[config.mk]
export PLATFORM = sky130hd
export DESIGN_NAME = gke_mul
export DESIGN_NICKNAME = d
export VERILOG_FILES = /design/src/hw/rtl/gke_pkg.sv /design/src/hw/rtl/gke_mul.sv
export SDC_FILE = /design/constraint.sdc
export NUM_CORES = 2
export LEC_CHECK = 0
export BUFFER_PORTS_ARGS = -buffer_cell sky130_fd_sc_hd__buf_2
export CAP_MARGIN = 5
export CORE_ASPECT_RATIO = 1.2
export CORE_UTILIZATION = 40
export CTS_CLUSTER_SIZE = 20
export DETAILED_ROUTE_END_ITERATION = 10
export HOLD_SLACK_MARGIN = 0.1
export SLEW_MARGIN = 25
export SYNTH_ARGS = -nofsm -noshare
export SYNTH_HDL_FRONTEND = slang
export SYNTH_SLANG_ARGS = --single-unit
[constraint.sdc]
create_clock -name clk_i -period 11.5 [get_ports clk_i]
set_clock_uncertainty 0.15 [all_clocks]
set_input_delay 2.3 -clock clk_i [delete_from_list [all_inputs] [get_ports clk_i]]
set_output_delay 2.3 -clock clk_i [all_outputs]
set_load 0.05 [all_outputs]
[src/hw/rtl/gke_pkg.sv]
`timescale 1ns / 1ps
package gke_pkg;

  localparam int unsigned StoreDepthDef = 1024;
  localparam int unsigned CfgAddrW      = 3;
  localparam logic [10:0] MaxObsReset   = 11'd600;
  localparam logic        RegMaxObs     = 1'b0;

  localparam int unsigned MulW     = 33;
  localparam int unsigned ProdW    = 66;
  localparam int unsigned DivNumW  = 64;
  localparam int unsigned DivDenW  = 50;
  localparam int unsigned DivStepW = 7;

  localparam logic [ProdW-1:0]   Q24One        = ProdW'(64'd16777216);
  localparam logic [MulW-1:0]    NineTenthsQ24 = 33'd15099494;
  localparam logic [DivDenW-1:0] Ln2Q32        = 50'd2977044472;
  localparam logic [MulW-1:0]    InvSqrt2PiQ32 = 33'd1713444100;
  localparam logic [3:0]         TaylorTerms   = 4'd12;

  typedef enum logic {
    OpInsert = 1'b0,
    OpEval   = 1'b1
  } op_e;

  typedef struct packed {
    logic               operation;
    logic signed [31:0] value;
  } in_item_t;

  typedef struct packed {
    logic [31:0]        density_out;
    logic [31:0]        bandwidth_out;
    logic signed [31:0] mean_out;
    logic [10:0]        sample_count;
  } out_item_t;

  typedef struct packed {
    logic                start;
    logic [DivStepW-1:0] steps;
    logic [DivNumW-1:0]  num;
    logic [DivDenW-1:0]  den;
  } div_req_t;

  typedef struct packed {
    logic               busy;
    logic [DivNumW-1:0] quo;
  } div_rsp_t;

  typedef enum logic [5:0] {
    StIdle, StInsChk, StHvRd, StHvDat, StHvAcc, StApp, StAppAcc,
    StMeanGo, StMeanWait, StEx2Go, StEx2Wait, StM2, StVar, StSqrt,
    StRt1, StRt2, StRt3, StRt4, StRt5, StBw1, StBw2, StBw3,
    StEvChk, StEvRd, StEvDat, StEvU, StEvT, StEvQ,
    StK1, StK2, StK3, StK4, StPhi, StEvAcc,
    StFin1, StFin2, StFin3, StDone
  } state_e;

  function automatic logic [32:0] abs33(logic [31:0] v);
    logic [32:0] e;
    e = {v[31], v};
    return v[31] ? (33'd0 - e) : e;
  endfunction

  // floor(2^32 / k)
  function automatic logic [32:0] recip_q32(logic [3:0] k);
    logic [32:0] r;
    unique case (k)
      4'd1:    r = 33'd4294967296;
      4'd2:    r = 33'd2147483648;
      4'd3:    r = 33'd1431655765;
      4'd4:    r = 33'd1073741824;
      4'd5:    r = 33'd858993459;
      4'd6:    r = 33'd715827882;
      4'd7:    r = 33'd613566756;
      4'd8:    r = 33'd536870912;
      4'd9:    r = 33'd477218588;
      4'd10:   r = 33'd429496729;
      4'd11:   r = 33'd390451572;
      4'd12:   r = 33'd357913941;
      default: r = 33'd0;
    endcase
    return r;
  endfunction

endpackage

[src/hw/rtl/gke_mul.sv]
`timescale 1ns / 1ps
module gke_mul (
  input  logic                      clk_i,
  input  logic [gke_pkg::MulW-1:0]  a_i,
  input  logic [gke_pkg::MulW-1:0]  b_i,
  output logic [gke_pkg::ProdW-1:0] p_o
);
  import gke_pkg::*;

  logic [ProdW-1:0] p_q;

  always_ff @(posedge clk_i) begin
    p_q <= ProdW'(a_i) * ProdW'(b_i);
  end

  assign p_o = p_q;

endmodule

==> summary.md <==
| Metric | Value |
|---|---|
| Worst-margin pin slew | `about 1.0 ns` |
| HP Class | `input pin to flop` |
| #FFs+latches synth | `66` |
| Vias | `~27000` |
| Final Cycle Share | `between 80% and 90%` |
| Fin Setup TNS | `0 ns` |
| Routed wire length | `109 mm` |
| Clk buf depth | `2` |
| Die area | `92700 µm²` |
| First-pass GRT wire length | `between 150 and 200 mm` |
| Starting Density | `40.4%` |
| Root Buffer Master | `clkbuf_16` |
| Placed inst area | `about 38000 µm²` |
| Library cells used by synthesis | `57` |
| Fmax | `around 97 MHz` |
| Hold depth | `3` |
| Asr flop ratio synth | `0%` |
| Sum of buffers and inverters on the critical path | `4` |
| Initial antenna violation count | `9` |
| WL per Instance | `roughly 21 µm` |
| Cell chain of the critical path | `buf_2 -> nand2_1 -> fa_1 -> fa_1 -> fa_1 -> fa_1 -> fa_1 -> inv_1 -> fa_1 -> fa_1 -> inv_1 -> fa_1 -> inv_1 -> ha_1 -> nand2_1 -> or4_1 -> or3_1 -> o22ai_1 -> o211a_1 -> o21ai_2 -> nand3b_4 -> o31a_1 -> o21ai_2 -> xor2_1` |
| Syn Nets | `roughly 5300` |
| Die height | `333 µm` |
| DPL Wire Length | `88.3 mm` |
| CTS H-tree lvls | `3` |
| Slew headroom | `roughly a third` |
| Cell area after synthesis | `approximately 37000 µm²` |
| Crit-path slowest cell | `fa_1` |
| Synth Area per Inst | `9.04 µm²` |
| DRT iter0 DRCs | `1398` |
| CP startpoint kind | `input pin` |
| Number of fill cells | `9011` |
| Yosys warnings | `0` |
| Storage element area | `approximately 1300 µm²` |
| CP Depth | `24` |
| Via density | `roughly 5` |
| Synth Instances | `4048` |
| Main synth FF type | `dfxtp_1` |
| # resized after CTS | `0` |
| Total of max-cap violations | `0` |
| Finish-stage setup viols | `0` |
| Initial DRT Pass Iterations | `5` |
| Grt ovf | `0` |
| Delay of the slowest critical-path stage | `between 0.6 and 0.7 ns` |
| Most frequent cells in the layout | `inv_1, fa_1, and2_1` |
| CTS tree | `yes` |
| Hold buffers post-CTS | `0` |
| Clock-pin slew on the worst setup and hold paths | `0.07 ns` |
| Delay-heaviest family, CP | `adder cells` |
| Die width | `around 280 µm` |
| P&R area growth vs syn | `5.57%` |
| Tmin final | `between 10 and 15 ns` |
| CTS sink count | `66` |
| Status | `completed` |
| Hold Fails Final Rpt | `0` |
| EDFF count, synth | `0` |
| Multi-input logic area | `about 31000 µm²` |
| Critical path endpoint category | `flop` |
| CP Data Arrival Time | `10.45 ns` |
| I/O Pins | `133` |
| RSZ-0062 raised after global routing | `no` |
| Routed Antenna Nets | `0` |
| Most common cell after layout, fill and taps aside | `inv_1` |
| Most frequent CP cell | `fa_1` |
| Nets@finish | `around 5300` |
| Crit path max fanout | `33` |
| Seq/Total Area, Yosys | `~3.6%` |
| Max-slew violations | `0` |
| Number of flip-flops in the largest register | `66` |
| Number of global-route vias before repair | `about 29000` |
| Crit Path Class | `input pin to flop` |
| IO buf count | `around 130` |
| Remaining DRCs | `0` |
| Worst Path Required | `between 10 and 15 ns` |
| Clock buffer count from CTS | `9` |
| Core box area | `around 90000 µm²` |
| Setup repair bufs after CTS | `0` |
| Fin area | `38600 µm²` |
| Gr usage total | `24.3%` |
| Site row count | `121` |
| Largest net degree at the start of global routing | `34` |
| Share of cells above drive strength 1 | `under 10%` |
| Gp weighted congestion | `slightly below 0.9` |
==> cell usage after synthesis (all sizes together), types with 3 or more instances <==
cell type | instances | area [µm²]
a21oi | 73 | 365
a31oi | 6 | 37.5
nand2 | 568 | 2130
fa | 958 | 19200
o21ai | 40 | 208
inv | 1049 | 3940
nor2b | 6 | 37.5
and4 | 4 | 35.0
nand3 | 10 | 50.1
o21a | 7 | 52.6
nor3 | 4 | 20.0
ha | 265 | 3320
xnor2 | 41 | 359
a211oi | 5 | 37.5
o21bai | 8 | 60.1
a21o | 31 | 233
a21boi | 3 | 22.5
nand4 | 16 | 100
o31ai | 3 | 22.5
clkbuf | 209 | 785
dfxtp | 66 | 1320
and3 | 7 | 43.8
nor2 | 33 | 124
and2 | 574 | 3590
xor2 | 24 | 210
==> per-stage QoR <==
| step | setup slack (ns) | cells | util (%) | hold WS, ns |
|---|---|---|---|---|
| 6_report | 1.17 | 5203 | 42.6 | 2.48 |
| 5_1_grt | 0.926 | 5200 | 42.6 | 2.49 |
| 4_1_cts | 1.25 | 5199 | 42.6 | 2.46 |
| 3_5_place_dp | 0.881 | 5183 | 42.2 | 2.62 |
| 3_3_place_gp | 0.977 | 5183 | 42.2 | 2.62 |
| 2_1_floorplan | 1.95 | 4048 | - | 2.28 |
==> cells by family after synthesis <==
logic type	synth area share (%)
buffers and inverters	12.9
and+or+nand+nor	17.0
adders and majority gates	61.5
AOI/OAI and AO/OA	3.45
DFF	3.61
xor gates and xnor gates	1.56
==> layer usage <==
layer / share of wire [%] / vias up / wire (µm) / global-route usage [%]
met4: 7.5 / 8 / 8120 / 15.2
met3: 4.8 / 285 / 5260 / 2.61
met1: 34 / 14000 / 37300 / 26.8
met2: 53 / 874 / 58000 / 44.5
met5: 0.053 / - / 58 / 0
li1: - / 11500 / - / -
==> worst paths after layout <==
kind | start | to | slack, ns
min | b_i[0] | p_o[0] | 2.48
max | a_i[14] | p_o[58] | 1.17
==> layout make-up <==
class / count / share of cell area (%)
inverter: 1049 / 10.2
multi-input combinational: 2722 / 79.1
timing repair buffer: 178 / 2.64
tap: 1168 / 3.78
clock buffer: 10 / 0.593
antenna: 4 / 0.0259
clock inverter: 6 / 0.298
sequential: 66 / 3.42
Power is not shown: default switching activity piles up to over one toggle a cycle in this logic, so the estimate is an artifact.
