### config.mk
export PLATFORM = sky130hd
export DESIGN_NAME = gke_div
export DESIGN_NICKNAME = d
export VERILOG_FILES = /design/src/hw/rtl/gke_pkg.sv /design/src/hw/rtl/gke_div.sv
export SDC_FILE = /design/constraint.sdc
export NUM_CORES = 1
export LEC_CHECK = 0
export ABC_AREA = 1
export BUFFER_PORTS_ARGS = -buffer_cell sky130_fd_sc_hd__buf_2
export CAP_MARGIN = 15
export CORE_MARGIN = 2
export CORE_UTILIZATION = 38
export CTS_CLUSTER_SIZE = 24
export DETAILED_ROUTE_END_ITERATION = 8
export PLACE_DENSITY_LB_ADDON = 0.15
export SLEW_MARGIN = 10
export SYNTH_ARGS = -nofsm -noshare
export SYNTH_HDL_FRONTEND = slang
export SYNTH_SLANG_ARGS = --single-unit
### constraint.sdc
create_clock -name clk_i -period 3.5 [get_ports clk_i]
set_input_delay 1.05 -clock clk_i [delete_from_list [all_inputs] [get_ports clk_i]]
set_output_delay 1.05 -clock clk_i [all_outputs]
set_load 0.1 [all_outputs]
### src/hw/rtl/gke_pkg.sv
`timescale 1ns / 1ps
package gke_pkg;

  localparam int unsigned StoreDepthDef = 1024;
  localparam int unsigned CfgAddrW      = 3;
  localparam logic [10:0] MaxObsReset   = 11'd600;
  localparam logic        RegMaxObs     = 1'b0;

  localparam int unsigned MulW     = 33;
  localparam int unsigned ProdW    = 66;
  localparam int unsigned DivNumW  = 64;
  localparam int unsigned DivDenW  = 50;
  localparam int unsigned DivStepW = 7;

  localparam logic [ProdW-1:0]   Q24One        = ProdW'(64'd16777216);
  localparam logic [MulW-1:0]    NineTenthsQ24 = 33'd15099494;
  localparam logic [DivDenW-1:0] Ln2Q32        = 50'd2977044472;
  localparam logic [MulW-1:0]    InvSqrt2PiQ32 = 33'd1713444100;
  localparam logic [3:0]         TaylorTerms   = 4'd12;

  typedef enum logic {
    OpInsert = 1'b0,
    OpEval   = 1'b1
  } op_e;

  typedef struct packed {
    logic               operation;
    logic signed [31:0] value;
  } in_item_t;

  typedef struct packed {
    logic [31:0]        density_out;
    logic [31:0]        bandwidth_out;
    logic signed [31:0] mean_out;
    logic [10:0]        sample_count;
  } out_item_t;

  typedef struct packed {
    logic                start;
    logic [DivStepW-1:0] steps;
    logic [DivNumW-1:0]  num;
    logic [DivDenW-1:0]  den;
  } div_req_t;

  typedef struct packed {
    logic               busy;
    logic [DivNumW-1:0] quo;
  } div_rsp_t;

  typedef enum logic [5:0] {
    StIdle, StInsChk, StHvRd, StHvDat, StHvAcc, StApp, StAppAcc,
    StMeanGo, StMeanWait, StEx2Go, StEx2Wait, StM2, StVar, StSqrt,
    StRt1, StRt2, StRt3, StRt4, StRt5, StBw1, StBw2, StBw3,
    StEvChk, StEvRd, StEvDat, StEvU, StEvT, StEvQ,
    StK1, StK2, StK3, StK4, StPhi, StEvAcc,
    StFin1, StFin2, StFin3, StDone
  } state_e;

  function automatic logic [32:0] abs33(logic [31:0] v);
    logic [32:0] e;
    e = {v[31], v};
    return v[31] ? (33'd0 - e) : e;
  endfunction

  // floor(2^32 / k)
  function automatic logic [32:0] recip_q32(logic [3:0] k);
    logic [32:0] r;
    unique case (k)
      4'd1:    r = 33'd4294967296;
      4'd2:    r = 33'd2147483648;
      4'd3:    r = 33'd1431655765;
      4'd4:    r = 33'd1073741824;
      4'd5:    r = 33'd858993459;
      4'd6:    r = 33'd715827882;
      4'd7:    r = 33'd613566756;
      4'd8:    r = 33'd536870912;
      4'd9:    r = 33'd477218588;
      4'd10:   r = 33'd429496729;
      4'd11:   r = 33'd390451572;
      4'd12:   r = 33'd357913941;
      default: r = 33'd0;
    endcase
    return r;
  endfunction

endpackage

### src/hw/rtl/gke_div.sv
`timescale 1ns / 1ps
module gke_div (
  input  logic              clk_i,
  input  logic              rst_ni,
  input  gke_pkg::div_req_t req_i,
  output gke_pkg::div_rsp_t rsp_o
);
  import gke_pkg::*;

  logic [DivStepW-1:0] cnt_q, cnt_d;
  logic [DivDenW:0]    rem_q, rem_d;
  logic [DivNumW-1:0]  quo_q, quo_d;
  logic [DivNumW-1:0]  num_q, num_d;
  logic [DivDenW-1:0]  den_q, den_d;
  logic [DivDenW:0]    rem_sh;
  logic                ge;

  always_comb begin
    rem_sh = {rem_q[DivDenW-1:0], num_q[DivNumW-1]};
    ge     = rem_sh >= {1'b0, den_q};
    cnt_d  = cnt_q;
    rem_d  = rem_q;
    quo_d  = quo_q;
    num_d  = num_q;
    den_d  = den_q;
    if (req_i.start) begin
      cnt_d = req_i.steps;
      rem_d = '0;
      quo_d = '0;
      num_d = req_i.num;
      den_d = req_i.den;
    end else if (cnt_q != '0) begin
      cnt_d = cnt_q - DivStepW'(1);
      rem_d = ge ? (rem_sh - {1'b0, den_q}) : rem_sh;
      quo_d = {quo_q[DivNumW-2:0], ge};
      num_d = {num_q[DivNumW-2:0], 1'b0};
    end
  end

  always_ff @(posedge clk_i or negedge rst_ni) begin
    if (!rst_ni) begin
      cnt_q <= '0;
    end else begin
      cnt_q <= cnt_d;
    end
  end

  always_ff @(posedge clk_i) begin
    rem_q <= rem_d;
    quo_q <= quo_d;
    num_q <= num_d;
    den_q <= den_d;
  end

  assign rsp_o.busy = cnt_q != '0;
  assign rsp_o.quo  = quo_q;

endmodule

==> impl_results.md <==
* Critical Path Source Type: register
* Cells along the critical path: inv_1 > ha_1 > nand2_1 > nor3_1 > inv_1 > nor2_4 > inv_1 > clkbuf_4
* Avg Inst Size Synth at 6.996 um^2
* Max cap viols at 0
* Placed insts at 2539
* Setup_tns at 0 ps
* TritonRoute pass-1 iters at 5
* Pin count of the biggest net entering global routing at 128
* Core Footprint at 0.03531 mm^2
* Reg2Reg Depth at 13
* Critical path's slowest cell: dfrtp_1
* Starting density of the core at 38.30%
* I/O Buffers at 188
* Root buf cell: clkbuf_16
* CTS Hold Bufs at 0
* CTS tree: yes
* Layout cells sized above 1 at 12.31%
* CTS clk-pin slew, worst paths at 60 ps
* Die Width at 192.6 um
* Clk pwr share at 42.3%
* P per Cell Area at 403.3 mW/mm^2
* Setup Viol. Count Final at 0
* Share of the synthesized area in the top cell type at 25.31%
* Area delta synth->final at 16.41%
* Synth area leader: edfxtp_1
* CP peak stage delay at 360 ps
* Crit path time final at 3193 ps
* Clock Path Buffers at 3
* Setup Fix Bufs, Post-CTS at 0
* Syn_nets at 2109
* Ys async rst share at 2.979%
* Int Power at 4.797 mW
* Critical path arrival at 2140 ps
* Slew HR at 56.54%
* Number of synthesis warnings at 0
* CP Class: register to output port
* Slew of the pin with the lowest slew margin at 651.9 ps
* Clock sinks at 235
* DIE HEIGHT at 192.6 um
* H-tree Lvls at 1
* Post-Synthesis Cells at 1933
* FF+latch count, synth at 235
* Max VDD drop at 434.0 uV
* LEAKAGE at 8.382 nW
* Vias/cell at 4.581
* Top area cells in the synthesized netlist: edfxtp_1 (25%), nand2_1 (23%), dfxtp_1 (17%)
* Worst hold slack at 291.0 ps
* Min-delay worst type: primary input to async pin
* Fin cells at 2594
* Top cell by count, worst path: inv_1
* CP required at 2450 ps
* Post-route DRC at 0
* Fillers at 3769
* Number of flops mapped to enable cells by yosys at 114
* Hold Fails Final Rpt at 0
* Buf/Inv on CP at 4
* Synthesized cell area at 0.01352 mm^2
* Rows at 69
* Die Area at 0.03711 mm^2
* RSZ-0062 raised after global routing: no
* Synth Flop Type: edfxtp_1
* Outcome: completed
* Multi-input logic area at 0.006008 mm^2
* Initial DRC count at 659
* Routed WL at 36420 um
* Num ports at 189
* First-pass GRT wire length at 58490 um
* Comb pwr share at 9.0%
* Total design power at 6.348 mW
* Post-DP HPWL at 27250 um
* FF/Latch Area at 0.005881 mm^2
* Num CTS Buffers at 27
* Switching share of power at 24.44%
* WL per Instance at 14.04 um
* Final nets at 2283
* Sequential fraction of the synthesis area at 43.49%
* # resized after CTS at 0
* Initial antenna violation count at 11
* Peak Freq at 313.2 MHz
* Final Max Slew Viols at 0
* Final ANT Viol Nets at 0
* CP max FO at 4
* Worst Skew at 19.68 ps
* Gr ovfl total at 0
* Fin crit share at 91.22%
* Seq pwr share at 48.7%
* Critical path depth at 8
* Synth unique cells at 45
* Routed via count at 11880
* Total Routing Usage GR at 19.76%
* Sw Pwr at 1.552 mW
* Clk_lat worst skew at 580 ps
* Routability cong. at 0.9138
* Crit. End Element: output port
* Delay-heaviest family, CP: buffers and inverters
* Number of global-route vias before repair at 11440
## cell usage in the layout, fill, tap and decap left out, drive strengths merged, types with 11 or more instances in the layout
cell type	instances
o21ai	17
dfxtp	114
nand2	815
xor2	18
clkbuf	45
nand4	11
a21oi	29
o22ai	63
nand3	118
nor2	106
edfxtp	114
ha	51
buf	197
inv	371
## Yosys cell counts, drive strengths merged, types with 2 or more instances
cell type,n
clkinv,2
edfxtp,114
o21ai,17
ha,51
nand4,11
clkbuf,26
a21oi,29
dfrtp,7
a22o,2
nand3b,7
o22ai,63
nor4,2
xnor2,9
buf,27
xor2,18
nand3,118
nor3,4
o21bai,9
nand2,815
dfxtp,114
nor2,106
and2,4
o21a,2
inv,369
## power by group through the flow
stage / sequential (mW) / combinational (mW) / clock (mW)
after global routing: 3.11 / 0.658 / 2.89
final: 3.09 / 0.573 / 2.68
after CTS: 3.09 / 0.579 / 2.79
after floorplan: 3.14 / 0.387 / 0
after detailed placement: 3.15 / 0.576 / 0
after global placement: 3.14 / 0.576 / 0
## path summary, 6_finish.rpt
| kind | from | to | slack [ps] |
|---|---|---|---|
| max | cnt_q[0]$_DFFE_PN0P_ | rsp_o[64] | 310 |
| min | rst_ni | cnt_q[3]$_DFFE_PN0P_ | 290 |
| max reg2reg | den_q[23]$_DFFE_PP_ | rem_q[41]$_SDFFE_PP0P_ | 920 |
| min reg2reg | quo_q[63]$_SDFFE_PP0P_ | quo_q[63]$_SDFFE_PP0P_ | 460 |
| max in group asynchronous | rst_ni | cnt_q[2]$_DFFE_PN0P_ | 3050 |
| min in group clk_i | quo_q[63]$_SDFFE_PP0P_ | quo_q[63]$_SDFFE_PP0P_ | 460 |
## final cells by class
| cell class | instances | area share [%] |
|---|---|---|
| inverter | 371 | 8.846 |
| antenna | 5 | 0.07948 |
| timing repair buffer | 198 | 6.565 |
| clock inverter | 6 | 0.3100 |
| clock buffer | 44 | 5.015 |
| sequential | 235 | 37.35 |
| multi-input combinational | 1274 | 38.17 |
| tap | 461 | 3.664 |
## layer usage
metal / track usage, % / wire, um / up-vias
met4: 5.843 / 1064 / 12
li1: - / - / 6313
met5: 0.5495 / 63 / -
met2: 32.23 / 16100 / 245
met1: 25.71 / 16920 / 5245
met3: 5.001 / 2277 / 67
## sequential cells by signal (all words and copies together) (netlist names)
register / flops
quo_q: 64
cnt_q: 7
rem_q: 50
den_q: 50
num_q: 64
## metrics by stage
stage          util, %  area [um^2]  setup WS (ps)
5_1_grt          44.57        15740          64.43
3_3_place_gp     42.15        14880          757.7
2_1_floorplan        -        13520          448.2
4_1_cts          44.52        15720          130.1
3_5_place_dp     42.15        14880          763.2
6_report         44.58        15740          307.2
## cell families after synthesis
family	count (synthesis)	synth area share, %
simple gates	1067	31.93
buf+inv	424	12.25
flops	235	43.49
compound gates	128	5.718
fa+ha+maj	52	4.867
xor+xnor	27	1.749
Note: power is estimated with default switching activity, not from simulation.
